## src/rtl/core/sdik_pkg.sv

```systemverilog
`default_nettype none
// ----------------------------------------------------------------------------
// sdik_pkg
// Types, constants and the arctangent table for swerve inverse kinematics.
// ----------------------------------------------------------------------------
package sdik_pkg;

    localparam int VelW     = 16;
    localparam int BaseW    = 12;
    localparam int SpeedW   = 18;
    localparam int HeadW    = 15;
    localparam int CompW    = 29;   // wheel component, Q.10 mm/s
    localparam int CordW    = 32;   // CORDIC x/y datapath, grows by gain
    localparam int AtanLen  = 24;

    localparam logic [29:0] InvGainQ30 = 30'd652032874;

    localparam logic [0:0] RegHalfBaseX = 1'b0;
    localparam logic [0:0] RegHalfBaseY = 1'b1;

    typedef logic signed [CordW-1:0] t_cord;

    function automatic logic [31:0] atan_turns(input int idx);
        logic [31:0] v;
        case (idx)
            0:  v = 32'd536870912;
            1:  v = 32'd316933406;
            2:  v = 32'd167458907;
            3:  v = 32'd85004756;
            4:  v = 32'd42667331;
            5:  v = 32'd21354465;
            6:  v = 32'd10679838;
            7:  v = 32'd5340245;
            8:  v = 32'd2670163;
            9:  v = 32'd1335087;
            10: v = 32'd667544;
            11: v = 32'd333772;
            12: v = 32'd166886;
            13: v = 32'd83443;
            14: v = 32'd41722;
            15: v = 32'd20861;
            16: v = 32'd10430;
            17: v = 32'd5215;
            18: v = 32'd2608;
            19: v = 32'd1304;
            20: v = 32'd652;
            21: v = 32'd326;
            22: v = 32'd163;
            23: v = 32'd81;
            default: v = 32'd0;
        endcase
        return v;
    endfunction

endpackage
`default_nettype wire

```

## src/rtl/core/sdik_front.sv

```systemverilog
`default_nettype none
// ----------------------------------------------------------------------------
// sdik_front
// Yaw products and the four wheel velocity components, two register stages.
// ----------------------------------------------------------------------------
module sdik_front (
    input  wire logic                              i_clk,
    input  wire logic                              i_en,
    input  wire logic signed [15:0]                i_vel_x,
    input  wire logic signed [15:0]                i_vel_y,
    input  wire logic signed [15:0]                i_yaw_rate,
    input  wire logic [11:0]                       i_hx,
    input  wire logic [11:0]                       i_hy,
    output logic signed [sdik_pkg::CompW-1:0]      o_x_minus,
    output logic signed [sdik_pkg::CompW-1:0]      o_x_plus,
    output logic signed [sdik_pkg::CompW-1:0]      o_y_plus,
    output logic signed [sdik_pkg::CompW-1:0]      o_y_minus
);
    import sdik_pkg::*;

    logic signed [28:0] r_wx, r_wy, r_vx, r_vy;

    always_ff @(posedge i_clk) begin
        if (i_en) begin
            r_wx <= 29'(i_yaw_rate) * 29'($signed({1'b0, i_hx}));
            r_wy <= 29'(i_yaw_rate) * 29'($signed({1'b0, i_hy}));
            r_vx <= 29'($signed({i_vel_x, 10'd0}));
            r_vy <= 29'($signed({i_vel_y, 10'd0}));
        end
    end

    always_ff @(posedge i_clk) begin
        if (i_en) begin
            o_x_minus <= r_vx - r_wy;
            o_x_plus  <= r_vx + r_wy;
            o_y_plus  <= r_vy + r_wx;
            o_y_minus <= r_vy - r_wx;
        end
    end

endmodule
`default_nettype wire

```

## config.mk

```make
export PLATFORM = sky130hd
export DESIGN_NAME = sdik_front
export DESIGN_NICKNAME = d
export VERILOG_FILES = /design/src/rtl/core/sdik_pkg.sv /design/src/rtl/core/sdik_front.sv
export SDC_FILE = /design/constraint.sdc
export NUM_CORES = 1
export LEC_CHECK = 0
export CORE_MARGIN = 2
export CORE_UTILIZATION = 60
export CTS_CLUSTER_SIZE = 14
export DETAILED_ROUTE_END_ITERATION = 16
export DONT_BUFFER_PORTS = 1
export GPL_ROUTABILITY_DRIVEN = 0
export PLACE_DENSITY = 0.76
export SYNTH_ARGS = -nofsm -noshare
export SYNTH_HDL_FRONTEND = slang
export SYNTH_SLANG_ARGS = --single-unit
```

## constraint.sdc

```tcl
create_clock -name i_clk -period 5.7 [get_ports i_clk]
set_input_delay 0.285 -clock i_clk [delete_from_list [all_inputs] [get_ports i_clk]]
set_output_delay 0.285 -clock i_clk [all_outputs]
set_load 0.01 [all_outputs]
```

# Word-level counts from Yosys, hierarchy flattened
# Cells that the tools add are included.
# word_totals
ff_bits,206
inputBits,74
output_inout_bits,116
# classes
n_addsub,4
multipliers,2
# op_table
op,n
$add A26 B29 Y29,2
$mul A16 B13 Y29,2
$sub A26 B29 Y29,2

# Longest topological paths before layout
# Gate-level depths: netlist of the first run.
# logic_depth
depth_word,1
ltp_mapped,23

# Least setup slack after synthesis of the first run
# Ideal clock, no wire load.
# synth_path
kind,input -> register
startpoint,in i_yaw_rate[15]
endpoint,"reg r_wx[28], data pin"
setup_time_ns,0.260
arrival_ns,5.608
required_ns,5.440
path_slack_ns,-0.168
cell_stages,20
cell_sequence,clkbuf_1 > nand2_1 > fa_1 > fa_1 > inv_1 > fa_1 > fa_1 > inv_1 > fa_1 > inv_1 > ha_1 > a21o_1 > a21o_1 > a21o_1 > or3_1 > a211o_1 > a311o_1 > a21o_1 > a21oi_2 > xnor2_1
# synth_via
elab_chain_len,1
# synth_rtl
element,line_no,source
from (decl),sdik_front.sv:11,"input wire logic signed [15:0] i_yaw_rate,"
$mul A16 B13 Y29,sdik_front.sv:25,"r_wx <= 29'(i_yaw_rate) * 29'($signed({1'b0, i_hx}));"
to (signal assigned),sdik_front.sv:25,
to (decl),sdik_front.sv:21,"logic signed [28:0] r_wx, r_wy, r_vx, r_vy;"
# No other way between the ends.
# A chain may end at the register's enable or synchronous reset.

# Final worst setup path of the first run
# layout_path
startpoint,in i_hy[1]
endpoint,"reg r_wy[24], data pin"
# layout_via
elab_chain_len,1
# layout_rtl
element,line_no,source
from (decl),sdik_front.sv:13,"input wire logic [11:0] i_hy,"
$mul A16 B13 Y29,sdik_front.sv:26,"r_wy <= 29'(i_yaw_rate) * 29'($signed({1'b0, i_hy}));"
to (signal assigned),sdik_front.sv:26,
to (decl),sdik_front.sv:21,
# No other way between the ends.

==> impl_results.md, run 1 <==
- Hold_sp: i_hy[0]
- Pint: roughly 9.3 mW
- Hpwl dp: approximately 38 mm
- PwrDens: 659 nW/um2
- CTS Buf Count: 25
- Clk buf depth: 3
- Core Area: about 40000 um2
- CP startpoint kind: input pin
- Final Max Tran Viols: 0
- Critical path's top delay family: adder cells
- Fraction of registers with async set/reset: 0%
- Worst Path Required: between 5 and 6 ns
- Drt first pass iters: 6
- XOR/XNOR share of the synthesized area: 4.88%
- Reg power frac: between 20% and 30%
- Hold violation count in the final report: 0
- Inserted Diodes: 0
- Largest net degree at the start of global routing: 205
- Cell variety after synth: 65
- Multiplexer share of the synthesized area: 0.0410%
- DR vias/cell: 5.51
- CP max stage cell: o311ai_1
- IO Port Bufs: 0
- Total GRT Usage: between 20% and 30%
- Hold crit path type: input pin to flop
- Pwr Total: 17.1 mW
- #FFs+latches synth: about 200
- Clock Sinks: ~200
- CP arrival: about 5.5 ns
- Die Ht: between 200 and 250 um
- Vias: 16500
- Cts repair resizes: 0
- Routed wire length: roughly 49 mm
- Wirelength per Cell: about 16 um
- Die footprint: 42300 um2
- Crit path kind: input pin to flop
- Finished Core Util: ~65%
- Unrepaired setup endpoints after global routing: no
- Layout cell share with drive strength beyond 1: approximately 2.6%
- Mapped Area: between 20000 and 25000 um2
- Final setup viols: 0
- Final period util: ~90%
- Maxcap violations: 0
- Net Switching: about 7.8 mW
- Reg2reg start: r_vx[10]$_DFFE_PP_
- Yosys warns: 0
- Worst path max stage delay: ~0.67 ns
- Die Wd: between 200 and 250 um
- Final worst setup slack: between 0.4 and 0.5 ns
- Reg2Reg Setup Slack: 2.17 ns
- First-pass GRT wire length: between 80 and 90 mm
- Dominant cells by area after synthesis: fa_1 (29%), edfxtp_1 (25%), ha_1 (11%)
- CTS hold repair buffers: 36
- DRC viols: 0
- DRT antenna net count: 0
- CP Cell Sequence: and2_1 > fa_1 > inv_1 > fa_1 > inv_1 > fa_1 > fa_1 > inv_1 > fa_1 > inv_1 > ha_1 > a21o_1 > a21o_1 > a21o_1 > a21o_1 > a31oi_1 > o311ai_1 > nand2_1 > a311o_1
- Setup Skew: 0.0195 ns
- Worst R2R Path Depth: 10
- Crit path top cell by count: fa_1
- Nets: 3087
- Leakage: around 13 nW
- Final setup TNS: 0 ns
- CP bufs+invs: 4
- Status: finished, final reports clean
- Simple-Gate Fraction of Synth Area: between 10% and 20%
- RR Endpoint: o_x_minus[28]$_DFFE_PP_
- Vias in the first global route: roughly 18000
- Max-Slew Margin vs Limit: between 10% and 20%
- Fill count: just over 3000
- Hold Crit Depth: 2
- Min cycle time layout: between 5 and 6 ns
- Worst Hold Slack: roughly 0.074 ns
- Gr ovfl total: 0
- Peak Freq: 191 MHz
- CTS tree: done
- H-tree Lvls: 1
- Clock latency on the worst-skew pair: 0.53 ns
- Top-level I/O count: between 150 and 200
- Clk Tree Root Cell: clkbuf_16
- Area leader, netlist: fa_1
- Worst slack, placed: -0.0524 ns
- Sw Share: a little under half
- Worst setup EP type: flop
- Worst Path Max Fanout: 16
- WHS Endpoint: r_wy[1]$_DFFE_PP_
- EDFF count, synth: approximately 200
- Post-synthesis cell count: between 2000 and 2500
- Post-synth top area share: 29.4%
- Initial antenna violation count: 0
- Post-synthesis adder-cell area fraction: about 40%
- Clock slew at reported path FFs: roughly 0.060 ns
- Drt initial violations: around 1200
- Measured slew at the worst slew-check pin: between 1 and 1.5 ns
- P&R area growth vs syn: 6.52%
- Combinational share of power: a little over two thirds
- Syn nets: 3093
- Max VDD drop: about 0.00056 V
- # rows: 73
- Setup bufs post-CTS: 0
- Commonest cells in the netlist: inv_1 (592), fa_1 (358), nand2_1 (241), ha_1 (208), edfxtp_1 (204)
- Compound-Gate Fraction of Synth Area: under 10%
- Clock Power Share: between 8 and 9%
- Post-synth top flop: edfxtp_1
- Starting Density: roughly 61%
- Largest family of logic cells by synthesized area: adder cells
- Top-count cell post-synth: inv_1
- Sequential-to-total area share from yosys stat: 25.1%
- Average size of a mapped cell: 9.95 um2
-- layout by cell type (no fill, tap or decap), types with 6 or more instances in the layout --
cell type and instances:
or3_1 9, inv_1 591, a21o_1 29, xor2_1 31, edfxtp_1 204, nand2b_1 15, o21ai_0 24, nand2_1 241
ha_1 208, fa_1 357, nor2_1 83, and3_1 14, nor4_1 8, nor3_1 23, clkinv_2 6, nand3_1 13
clkbuf_16 25, xnor2_1 105, buf_4 12, dlygate4sd3_1 35, o21bai_1 22, a211oi_1 13, o31a_1 8, o21a_1 8
nor2b_1 9, a21oi_1 78, and2_1 183, o211ai_1 7
-- state kept, by name, indices dropped and copies added (netlist names) --
register   flops
r_vx          16
r_wy          29
o_x_plus      28
r_vy          16
o_y_plus      29
o_y_minus     28
r_wx          29
o_x_minus     29
-- cells by family after synthesis --
logic type | after synthesis
flip-flops | 204
multiplexers | 1
XOR/XNOR | 136
adder cells (fa/ha/maj) | 566
AND/OR/NAND/NOR | 617
buffers and inverters | 674
AO/OA/AOI/OAI | 255
-- area by class of cell --
| cell class | instances | area, um2 | share of cell area [%] |
|---|---|---|---|
| clock buffers | 30 | 644 | 2.48 |
| clock inverters | 15 | 133 | 0.510 |
| inverters | 593 | 2230 | 8.56 |
| multi-input cells | 1575 | 15800 | 60.6 |
| flip-flops and latches | 204 | 6130 | 23.6 |
| well taps | 525 | 657 | 2.53 |
| repair buffers | 48 | 468 | 1.80 |
-- layer usage --
metal	global-route usage [%]	share of wire (%)
met4	5.16	1.5
met3	3.41	5.8
met5	0	0
met1	31.8	42
met2	42.8	51
-- worst register-to-register path, stage by stage, from the launching register on --
cell and delay (ns):
edfxtp_1 0.40, ha_1 0.31, nor4b_1 0.48, nand2_1 0.11, o21ai_1 0.32, o22ai_1 0.29, o311ai_1 0.60, o211ai_1 0.18
a21oi_1 0.30, o21a_1 0.18, o211ai_1 0.10
-- worst max path at each step --
stage	startpoint	end	slack (ns)	cells after the start
2_1_floorplan	i_yaw_rate[15]	r_wx[28]$_DFFE_PP_	0.004	20
3_3_place_gp	i_hx[1]	r_wx[27]$_DFFE_PP_	0.06	21
3_5_place_dp	i_hy[1]	r_wy[24]$_DFFE_PP_	-0.05	19
4_1_cts	i_hy[1]	r_wy[24]$_DFFE_PP_	0.51	19
5_1_grt	i_yaw_rate[15]	r_wy[27]$_DFFE_PP_	0.19	21
6_report	i_hy[1]	r_wy[24]$_DFFE_PP_	0.46	19
-- metrics by stage --
step | instances | area (um2)
5_1_grt | 2990 | 26000
3_3_place_gp | 2909 | 24900
3_5_place_dp | 2909 | 24900
2_1_floorplan | 2453 | 24400
6_report | 2990 | 26000
4_1_cts | 2990 | 26000
-- power by group through the flow --
stage               Clock, mW  Combinational [mW]  Sequential [mW]
CTS                      1.55                12.1             3.56
global route             1.60                13.8             3.61
finish                   1.52                12.1             3.54
global placement            0                11.5             3.56
floorplan                   0                9.54             3.44
detailed placement          0                12.0             3.58
(Power assumes the default switching activity.)
==> inputs of run 2 (changes only) <==
--- a/config.mk
+++ b/config.mk
@@ -6,4 +6,5 @@
 export NUM_CORES = 1
 export LEC_CHECK = 0
+export CORE_ASPECT_RATIO = 1.4
 export CORE_MARGIN = 2
 export CORE_UTILIZATION = 60
==> constraint.sdc (replaced) <==
create_clock -name i_clk -period 5.7 [get_ports i_clk]
set_input_delay 0.855 -clock i_clk [delete_from_list [all_inputs] [get_ports i_clk]]
set_output_delay 0.855 -clock i_clk [all_outputs]
set_load 0.01 [all_outputs]
==> impl_results.md, run 2 (synthesis gave the netlist of run 1 again) <==
- Pwr Total: 18.6 mW (+8.6%)
- CTS tree: done
- Routed wire length: 47.9 mm (-1.8%)
- DRC viols: 0 (unchanged)
- IO Port Bufs: 0 (unchanged)
- Clock Sinks: 204 (unchanged)
- Final Max Tran Viols: 0 (unchanged)
- Worst Path Required: 5.97 ns (-0.02 ns)
- # rows: 87 (+19%)
- Initial antenna violation count: 0 (unchanged)
- Reg2Reg Setup Slack: 2.21 ns (+0.04 ns)
- DRT antenna net count: 0 (unchanged)
- Layout cell share with drive strength beyond 1: 6.60% (+4.0 points)
- CP arrival: 5.88 ns (+0.36 ns)
- Clock latency on the worst-skew pair: 0.54 ns (about the same)
- Post-Layout Inst Area: 26300 um2 (+0.99%)
- Hpwl dp: 37.7 mm (-0.28%)
- Max VDD drop: 0.000666 V (+19%)
- Vias in the first global route: 17900 (+1.4%)
- Nets: 3125 (+1.2%)
- First-pass GRT wire length: 82.2 mm (-1.6%)
- Core Area: 40200 um2 (+0.63%)
- Clk buf depth: 3 (unchanged)
- Die Ht: 243 um (+18%)
- Setup Skew: 0.0364 ns (+0.0169 ns)
- Worst Path Max Fanout: 24 (+8)
- Gr ovfl total: 0 (unchanged)
- DR vias/cell: 5.51 (about the same)
- P&R area growth vs syn: 7.57%
- CTS Buf Count: 21 (-16%)
- Met2 usage: 44.0% (+1.2 points)
- Measured slew at the worst slew-check pin: 0.746 ns (-0.554 ns)
- Hold crit path type: input pin to flop
- Peak Freq: 178 MHz (-6.7%)
- Total GRT Usage: 23.5% (-0.73 points)
- Wirelength per Cell: 15.8 um (-3.2%)
- Vias: 16700 (+1.5%)
- Crit path kind: input pin to flop
- Cells after DPL: 2993 (+2.9%)
- Min cycle time layout: 5.62 ns (+0.378 ns)
- Met3 Use GR: 3.37% (-0.037 points)
- Most frequent cells in the layout: inv_1 (588), fa_1 (357), nand2_1 (241)
- Placed Area: 25600 um2 (+3.0%)
- Drt first pass iters: 7 (+1)
- Clk Tree Root Cell: clkbuf_16
- Largest net degree at the start of global routing: 205 (unchanged)
- Most common cell after layout, fill and taps aside: inv_1
- Die Wd: 174 um (-15%)
- CTS hold repair buffers: 0 (-100%)
- Starting Density: 60.8% (-0.38 points)
- Drt initial violations: 966 (-17%)
- Worst setup EP type: flop
- Hold violation count in the final report: 0 (unchanged)
- Final setup viols: 0 (unchanged)
- Die footprint: 42300 um2 (about the same)
- Layout Cells excl Fill: 3034 (+1.5%)
- H-tree Lvls: 1 (unchanged)
- Leakage: 12.7 nW (+1.4%)
- Top-level I/O count: 190 (unchanged)
- Maxcap violations: 0 (unchanged)
- Inserted Diodes: 0 (unchanged)
- Clock slew at reported path FFs: 0.07 ns (about the same)
- PwrDens: 708 nW/um2 (+7.5%)
- GRT met1 Usage: 27.3% (-4.5 points)
- Gr busiest metal: met2
- Status: finished, final reports clean
- CP startpoint kind: input pin
- Final period util: 98.5% (+6.6 points)
- Max-Slew Margin vs Limit: 50.3% (+37 points)
run 2: cell type report:
| class | instances | area [um2] |
|---|---|---|
| multi-input cells | 1575 | 15900 |
| fillers | 3050 | 13900 |
| flip-flops and latches | 204 | 6130 |
| inverters | 593 | 2230 |
| repair buffers | 90 | 676 |
| well taps | 534 | 668 |
| clock buffers | 23 | 533 |
| clock inverters | 15 | 108 |
run 2: path summary, 6_finish.rpt:
check | from | endpoint | cells after the start
worst max register to register | r_vx[10]$_DFFE_PP_ | o_x_minus[28]$_DFFE_PP_ | 10
worst min-delay path | i_vel_y[15] | r_vy[25]$_DFFE_PP_ | 0
worst min register to register | r_wx[0]$_DFFE_PP_ | o_y_plus[0]$_DFFE_PP_ | 0
worst max-delay path | i_yaw_rate[15] | r_wx[28]$_DFFE_PP_ | 20
run 2: what timing repair did:
item                                   in CTS  in global routing
buffers inserted                            0                  3
gates resized for setup                     0                  5
setup endpoints to repair                   0                  2
endpoints found under the hold margin       0                  0
run 2: metal layers:
layer	routed length, um	vias to the layer above
li1	-	7665
met1	17500	8432
met2	26100	526
met3	2850	108
met4	1430	0
met5	0	-
run 2: through the flow:
step           hold slack [ns]  utilization, %  worst slack [ns]  TNS, ns
6_report                 0.402            65.4            0.0849        0
5_1_grt                  0.372            65.4           -0.0485  -0.0485
4_1_cts                  0.368            65.3            0.0544        0
3_5_place_dp             0.496            63.7            -0.509    -3.59
3_3_place_gp             0.487            63.7            -0.466    -3.06
2_1_floorplan            0.464               -            -0.416   -0.820
run 2: report_power, final:
part	total, mW	switching [mW]	internal [mW]
Sequential	3.51	0.468	3.04
Clock	1.32	0.599	0.724
Combinational	13.8	7.04	6.74
Total	18.6	8.10	10.5
run 2: worst max-delay path, stage by stage:
cell     delay [ns]
and2_4         0.13
inv_1          0.04
fa_1           0.48
fa_2           0.61
inv_4          0.06
fa_1           0.48
fa_1           0.54
inv_1          0.05
fa_1           0.48
inv_1          0.07
ha_4           0.21
a21o_1         0.15
a21o_1         0.16
a21o_1         0.18
or3_1          0.31
a211o_1        0.31
a311o_1        0.38
a21o_1         0.18
a21oi_2        0.13
xnor2_1        0.07
